==> config.mk <==
export PLATFORM = sky130hd
export DESIGN_NAME = software_timer_slot_table
export DESIGN_NICKNAME = d
export VERILOG_FILES = /design/src/design/swtmr_pkg.sv /design/src/design/swtmr_cell.sv /design/src/design/software_timer_slot_table.sv
export SDC_FILE = /design/constraint.sdc
export NUM_CORES = 2
export LEC_CHECK = 0
export BUFFER_PORTS_ARGS = -buffer_cell sky130_fd_sc_hd__buf_4
export CAP_MARGIN = 20
export CELL_PAD_IN_SITES_DETAIL_PLACEMENT = 1
export CELL_PAD_IN_SITES_GLOBAL_PLACEMENT = 1
export CORE_MARGIN = 5
export CORE_UTILIZATION = 53
export CTS_CLUSTER_SIZE = 10
export DETAILED_ROUTE_END_ITERATION = 10
export GPL_TIMING_DRIVEN = 0
export PLACE_DENSITY_LB_ADDON = 0.1
export RECOVER_POWER = 50
export SLEW_MARGIN = 20
export SYNTH_ARGS = -nofsm -noshare
export SYNTH_HDL_FRONTEND = slang
export SYNTH_HIERARCHICAL = 1
export SYNTH_SLANG_ARGS = --single-unit
==> constraint.sdc <==
create_clock -name clk -period 4.8 [get_ports clk]
set_input_delay 0.48 -clock clk [delete_from_list [all_inputs] [get_ports clk]]
set_output_delay 0.48 -clock clk [all_outputs]
set_load 0.01 [all_outputs]
==> src/design/swtmr_pkg.sv <==
// Shared types and constants for the software timer slot table.
// Holds the request/response words and the token that runs down the cell chain.
// No dependencies.
package swtmr_pkg;

	localparam int SLOTS = 10;
	localparam int TIME_BITS = 32;
	localparam int SLOT_W = (SLOTS > 1) ? $clog2(SLOTS) : 1;

	localparam logic MODE_ADD = 1'b0;
	localparam logic MODE_TICK = 1'b1;

	typedef logic [TIME_BITS-1:0] time_t;

	typedef struct packed {
		logic        mode;
		logic [31:0] now;
		logic [15:0] after;
	} req_t;

	typedef struct packed {
		logic [3:0]  slot;
		logic        busy_res;
		logic [9:0]  fired_mask;
		logic        stop_timer;
		logic        reprogram;
		logic [31:0] delay;
	} rsp_t;

	// token handed from cell to cell, one cell per cycle
	typedef struct packed {
		logic              valid;
		logic              mode;
		time_t             now;
		time_t             expiry;
		logic [SLOT_W-1:0] idx;
		logic              found;
		logic [SLOT_W-1:0] slot;
		logic              earlier;
		logic              pending;
		time_t             next;
		logic [SLOTS-1:0]  fired;
	} chain_t;

endpackage

==> src/design/swtmr_cell.sv <==
// One slot of the timer table: holds one expiry and updates the passing token.
// Depends on swtmr_pkg.
module swtmr_cell (
	input  logic              clk,
	input  logic              arst_n,
	input  swtmr_pkg::chain_t carry_in,
	output swtmr_pkg::chain_t carry_out
);
	import swtmr_pkg::*;

	time_t  entry_q;
	time_t  entry_d;
	chain_t carry_d;
	chain_t carry_q;
	logic   fire;

	always_comb begin
		carry_d = carry_in;
		entry_d = entry_q;
		fire = 1'b0;
		if (carry_in.valid) begin
			if (carry_in.mode == MODE_ADD) begin
				if (!carry_in.found && entry_q == '0) begin
					entry_d = carry_in.expiry;
					carry_d.found = 1'b1;
					carry_d.slot = carry_in.idx;
				end
				if (entry_q != '0 && entry_q < carry_in.expiry) begin
					carry_d.earlier = 1'b1;
				end
			end else begin
				if (entry_q != '0) begin
					if (entry_q <= carry_in.now) begin
						entry_d = '0;
						fire = 1'b1;
					end else if (!carry_in.pending || entry_q < carry_in.next) begin
						carry_d.pending = 1'b1;
						carry_d.next = entry_q;
					end
				end
			end
		end
		carry_d.idx = carry_in.idx + SLOT_W'(1);
		// fired bits shift down; after the last cell bit i belongs to slot i
		carry_d.fired = (carry_in.fired >> 1) | (SLOTS'(fire) << (SLOTS - 1));
	end

	always_ff @(posedge clk or negedge arst_n) begin
		if (!arst_n) begin
			entry_q <= '0;
			carry_q <= '0;
		end else begin
			entry_q <= entry_d;
			carry_q <= carry_d;
		end
	end

	assign carry_out = carry_q;

endmodule

==> src/design/software_timer_slot_table.sv <==
// Software timer slot table: one hardware one-shot timer shared by SLOTS slots.
// Path: an accepted request word passes the slot cell registers, then the tail
// register and the response register. A new request is taken only once the
// response word is loaded; one token walks the chain one cell per cycle.
// Reset: asynchronous, clears every slot to free and empties chain and output.
module software_timer_slot_table (
	input  logic            clk,
	input  logic            arst_n,
	input  logic            req_valid,
	output logic            req_stall,
	input  swtmr_pkg::req_t req,
	output logic            rsp_valid,
	input  logic            rsp_stall,
	output swtmr_pkg::rsp_t rsp
);
	import swtmr_pkg::*;

	chain_t carry [0:SLOTS];
	chain_t tail_q;
	logic   tail_valid_q;
	logic   busy_q;
	logic   rsp_valid_q;
	rsp_t   rsp_q;
	rsp_t   rsp_d;
	logic   accept;
	logic   load;
	logic [TIME_BITS:0] sum;
	time_t  now_t;
	time_t  exp_t;
	time_t  diff;
	logic [SLOTS:0] chain_valid;

	assign accept = req_valid && !req_stall;
	assign req_stall = busy_q;

	// expiry = now + after, saturated, never zero
	always_comb begin
		now_t = TIME_BITS'(req.now);
		sum = {1'b0, now_t} + (TIME_BITS + 1)'(req.after);
		exp_t = sum[TIME_BITS] ? '1 : sum[TIME_BITS-1:0];
		if (exp_t == '0) begin
			exp_t = TIME_BITS'(1);
		end
		carry[0].valid = accept;
		carry[0].mode = req.mode;
		carry[0].now = now_t;
		carry[0].expiry = exp_t;
		carry[0].idx = '0;
		carry[0].found = 1'b0;
		carry[0].slot = '0;
		carry[0].earlier = 1'b0;
		carry[0].pending = 1'b0;
		carry[0].next = '0;
		carry[0].fired = '0;
	end

	for (genvar i = 0; i < SLOTS; i++) begin : g_cell
		swtmr_cell u_cell (
			.clk      (clk),
			.arst_n   (arst_n),
			.carry_in (carry[i]),
			.carry_out(carry[i+1])
		);
	end

	for (genvar i = 0; i <= SLOTS; i++) begin : g_vld
		assign chain_valid[i] = carry[i].valid;
	end

	assign load = tail_valid_q && (!rsp_valid_q || !rsp_stall);

	always_ff @(posedge clk or negedge arst_n) begin
		if (!arst_n) begin
			busy_q <= 1'b0;
			tail_valid_q <= 1'b0;
			rsp_valid_q <= 1'b0;
		end else begin
			if (accept) begin
				busy_q <= 1'b1;
			end else if (load) begin
				busy_q <= 1'b0;
			end
			if (carry[SLOTS].valid) begin
				tail_valid_q <= 1'b1;
			end else if (load) begin
				tail_valid_q <= 1'b0;
			end
			if (load) begin
				rsp_valid_q <= 1'b1;
			end else if (!rsp_stall) begin
				rsp_valid_q <= 1'b0;
			end
		end
	end

	always_ff @(posedge clk) begin
		if (carry[SLOTS].valid) begin
			tail_q <= carry[SLOTS];
		end
		if (load) begin
			rsp_q <= rsp_d;
		end
	end

	// response word from the token leaving the last cell
	always_comb begin
		rsp_d = '0;
		if (tail_q.mode == MODE_ADD) begin
			diff = tail_q.expiry - tail_q.now;
			if (!tail_q.found) begin
				rsp_d.busy_res = 1'b1;
			end else begin
				rsp_d.slot = 4'(tail_q.slot);
				rsp_d.reprogram = !tail_q.earlier;
			end
		end else begin
			diff = tail_q.next - tail_q.now;
			rsp_d.fired_mask = 10'(tail_q.fired);
			rsp_d.stop_timer = 1'b1;
			rsp_d.reprogram = tail_q.pending;
		end
		if (rsp_d.reprogram) begin
			rsp_d.delay = (64'(diff) > 64'hFFFF_FFFF) ? 32'hFFFF_FFFF : 32'(diff);
		end
	end

	assign rsp_valid = rsp_valid_q;
	assign rsp = rsp_q;

`ifndef ASSERT_OFF
	a_one_token: assert property (@(posedge clk) disable iff (!arst_n)
		$onehot0({chain_valid, tail_valid_q}))
		else $error("more than one token in the slot chain");

	a_idle_empty: assert property (@(posedge clk) disable iff (!arst_n)
		!busy_q |-> (chain_valid[SLOTS:1] == '0 && !tail_valid_q))
		else $error("token in chain while not busy");

	a_rsp_from_busy: assert property (@(posedge clk) disable iff (!arst_n)
		$rose(rsp_valid_q) |-> $past(busy_q))
		else $error("response word without a request in flight");

	a_tick_fields: assert property (@(posedge clk) disable iff (!arst_n)
		rsp_valid_q && rsp_q.stop_timer |-> !rsp_q.busy_res && rsp_q.slot == 4'd0)
		else $error("tick response carries add fields");
`endif

endmodule
==> After elaboration in Yosys (flattened, before gate mapping) <==
Cells that the tools add are included.
{ "totals": {"ff_bits": 1660, "wordCells": 476} }
{ "op_classes": {"n_mux": 171, "n_reduce_logical": 97, "order_cmp": 29, "addsub": 11, "bitwise": 10, "eq_ne": 21} }
{ "op_table": {"columns": ["cell", "n"], "rows": [
  ["$mux W32", 43],
  ["$mux W33", 39],
  ["$lt A32 B32 Y1", 19],
  ["$mux W39", 10],
  ["$logic_not A32 Y1", 11],
  ["$le A32 B32 Y1", 10],
  ["$reduce_bool A32 Y1", 10],
  ["$or A9 B10 Y10", 9],
  ["$sub A32 B32 Y32", 2],
  ["$mux W6", 10],
  ["$mux W1", 59],
  ["$mux W5", 10],
  ["$ne A2 B1 Y1 const B", 21],
  ["$reduce_and A4 Y1", 10],
  ["$add A32 B16 Y33", 1],
  ["$add A4 B1 Y4 const B", 7],
  ["$reduce_bool A2 Y1", 12],
  ["$logic_not A1 Y1", 22],
  ["$logic_and A1 B1 Y1", 21],
  ["$logic_or A1 B1 Y1", 10],
  ["$add A1 B1 Y2 const B", 1],
  ["$reduce_or A2 Y1", 1],
  ["$not A1 Y1", 1]
]} }

==> Longest topological paths before layout <==
{ "logic_depth": {"depth_word": 9, "mapped_depth": 19, "mapped_depth_nobuf": 19} }

==> Cells and area by module <==
Netlist, hierarchy kept.
{ "by_module_without_submodules": {"columns": ["module", "cells_each", "n_inst", "seq_area_each_um2", "area_per_inst_um2"], "rows": [
  ["swtmr_cell at g_cell[0].u_cell ...", 579, 8, 3778.6, 7169.4],
  ["software_timer_slot_table", 745, 1, 4969.8, 8923.6],
  ["swtmr_cell at g_cell[3].u_cell", 585, 1, 3778.6, 7218.2],
  ["swtmr_cell at g_cell[9].u_cell", 590, 1, 3778.6, 7213.2]
]} }

==> Worst setup path after synthesis <==
OpenSTA, ideal clock, no wires.
{ "synth_path": {"path_kind": "in2reg", "start": "in req[3] in the netlist's numbering", "end": "reg g_cell[0].u_cell.carry_q, in the netlist g_cell[0].u_cell/carry_out[43]", "path_slack_ns": 0.457, "path_buffers": 0, "t_arrival_ns": 4.261, "cell_stages": 18, "path_cell_list": "ha_1 a21o_1 nand2_2 a2111oi_4 o31ai_4 a2111oi_0 mux2_2 or4b_1 nor4_2 a211o_1 nand2b_1 a21o_1 a21o_1 a21oi_1 o21ai_0 a211oi_1 o311ai_0 a31oi_1"} }
{ "synth_rtl": {"columns": ["item", "line", "source"], "rows": [
  ["start, declared", "software_timer_slot_table.sv:11", "input swtmr_pkg::req_t req,"],
  ["end signal, assigned", "swtmr_cell.sv:54", "carry_q <= carry_d;"],
  ["end, declared", "swtmr_cell.sv:14", "chain_t carry_q;"]
]} }

==> flow_metrics.tcl <==
set metrics [dict create \
    rsz0062_at_grt "true" \
    antenna_found_initial 0 \
    fin_skew_ns 0.0312 \
    finalMaxSlewViolations 0 \
    grt_pass1_vias 56850 \
    numClockSinks 1627 \
    ctsLongestPathBuffers 3 \
    whs_path_depth 3 \
    vias 50688 \
    crit_path_end_kind "flip-flop" \
    grt_use_met3_pct 2.77 \
    arrival_ns 5.48 \
    crit_type "in2reg" \
    final_cell_mix "dfrtp_1 (1463), inv_1 (1010), ha_1 (996)" \
    rrSetupSlack_ns 0.11 \
    overflow 0 \
    first_pass_iters 5 \
    setup_violations 0 \
    hp-class "in2reg" \
    diodes 0 \
    layout_commonest_cell "dfrtp_1" \
    grt_pass1_wl_um 326000 \
    coreArea_mm2 0.149 \
    synth_cells 6498 \
    path_max_fanout 5 \
    die_h_um 397 \
    fmax_ghz 0.210 \
    io_buffers 103 \
    fillers 15012 \
    reg2reg_depth 14 \
    start_kind "primary input" \
    drc 0 \
    fin_crit_sh_pct 99.2 \
    wl_um 209000 \
    die_w_um 397 \
    tritoncts "built" \
    yosysWarnings 6 \
    peakVddDrop_v 0.000398 \
    fp-row-count 142 \
    ios 104 \
    cts-root-buf "clkbuf_16" \
    start_util_pct 53.2 \
    areaGrowthSynthToFinish_pct 12.3 \
    power-per-cell-area_mw_per_mm2 449 \
    cap_viol_max_count 0 \
    design_area_mm2 0.0892 \
    insertion_delay_ns 0.80 \
    syn_area_mm2 0.0794 \
    cp.required_ns 5.52 \
    r2r_end "rsp[26]$_SDFFCE_PN0P_" \
    layout.nets 7982 \
    leakage_nw 46.9 \
    hold_end "g_cell[0].u_cell/carry_out[54]$_DFF_PN0_" \
    holdCritStartpoint "req[1]" \
    numCtsBuffers 185 \
    grt.met2_usage_pct 49.4 \
    drt-initial-drc-count 1999 \
    drive_gt1_share_pct 11.9 \
    antenna_left 0 \
    worst_pin_slew_ns 1.18 \
    htree_levels 4 \
    die_area_mm2 0.158 \
    busiest_layer "met2" \
    post_dp_cell_area_mm2 0.0835 \
    grt_use_total_pct 26.9 \
    dpl.hpwl_um 164000 \
    avgSynthCellArea_um2 12.2 \
    hold_violations 0 \
    clkTransAtPathRegs_ns 0.05 \
    vias_per_cell 5.61 \
    global_route.usage.met1_pct 28.3 \
    grt_max_degree 157 \
    wl_per_cell_um 23.1 \
    final_core_util_pct 59.7 \
    worstReg2RegStart "tail_q[117]$_DFFE_PP_" \
    fin_crit_ns 4.76 \
    maxSlewHeadroom_pct 21.2 \
    status "complete, no violations" \
    gp_congestion 0.895 \
]
-- timing repair --
item	CTS	global route
hold buffers	36	0
buffers inserted	4	1
endpoints found under the setup margin	18	3
hold endpoints to repair	169	0
pin swaps	0	3
gates cloned	0	0
resized for setup	6	7
-- worst max path at each step --
stage	cells past startpoint	end	start
finish	19	g_cell[0].u_cell/carry_out[43]$_DFF_PN0_	req[25]
global placement	1	g_cell[0].u_cell/carry_out[53]$_DFF_PN0_	arst_n
CTS	19	g_cell[0].u_cell/carry_out[43]$_DFF_PN0_	req[17]
floorplan	18	g_cell[0].u_cell/carry_out[43]$_DFF_PN0_	req[3]
global route	20	g_cell[0].u_cell/carry_out[43]$_DFF_PN0_	req[16]
detailed placement	19	g_cell[0].u_cell/carry_out[43]$_DFF_PN0_	req[16]
-- routing by layer --
metal	share of wire (%)	up-vias
met5	0	-
met4	8.9	0
met3	2.1	569
met2	52	833
met1	37	25476
li1	-	23810
-- registers in the layout, indices dropped and copies added (netlist names) --
name / count
tail_valid_q: 1
g_cell.u_cell/carry_out: 1141
req_stall: 1
g_cell.u_cell/entry_q: 320
tail_q: 114
rsp: 49
rsp_valid: 1
-- stage by stage --
| step | std cells | hold WS, ns | setup slack, ns | setup TNS, ns | total power, mW |
|---|---|---|---|---|---|
| 2_1_floorplan | 6583 | 0.184 | 0.457 | 0 | 23.4 |
| 5_1_grt | 9028 | 0.153 | -0.100 | -0.100 | 42.4 |
| 3_5_place_dp | 8720 | 0.336 | -1.78 | -9.39 | 27.6 |
| 4_1_cts | 9027 | 0.121 | -0.207 | -0.207 | 40.5 |
| 6_report | 9028 | 0.187 | 0.0370 | 0 | 40.1 |
| 3_3_place_gp | 8702 | 0.331 | -13.67 | - | 26.9 |
-- final cells by class --
cell class | count | area (µm²) | share of cell area (%)
Sequential cell | 1627 | 41500 | 46.6
Inverter | 1010 | 3790 | 4.25
Clock inverter | 10 | 190 | 0.213
Timing Repair Buffer | 162 | 1540 | 1.73
Multi-Input combinational cell | 3840 | 33800 | 37.9
Buffer | 105 | 674 | 0.756
Clock buffer | 258 | 5120 | 5.74
Tap cell | 2016 | 2520 | 2.83
-- report_power, final --
| part | internal (mW) | total (mW) | switching, mW |
|---|---|---|---|
| clock | 7.32 | 12.6 | 5.27 |
| sequential | 15.6 | 18.0 | 2.33 |
| combinational | 4.16 | 9.53 | 5.36 |
-- worst max-delay path, stage by stage --
cell,delay [ns]
buf_4,0.13
ha_1,0.39
nand2_2,0.18
nor4b_4,0.47
o211ai_2,0.27
a21oi_2,0.27
and3_1,0.19
a31oi_1,0.26
or4b_1,0.66
nor4_2,0.28
a211o_2,0.28
nand2b_1,0.08
a21o_1,0.18
a21o_1,0.18
a21oi_1,0.17
o21ai_0,0.18
a211oi_2,0.39
o311ai_2,0.23
a31oi_1,0.20
(Power assumes the default switching activity.)
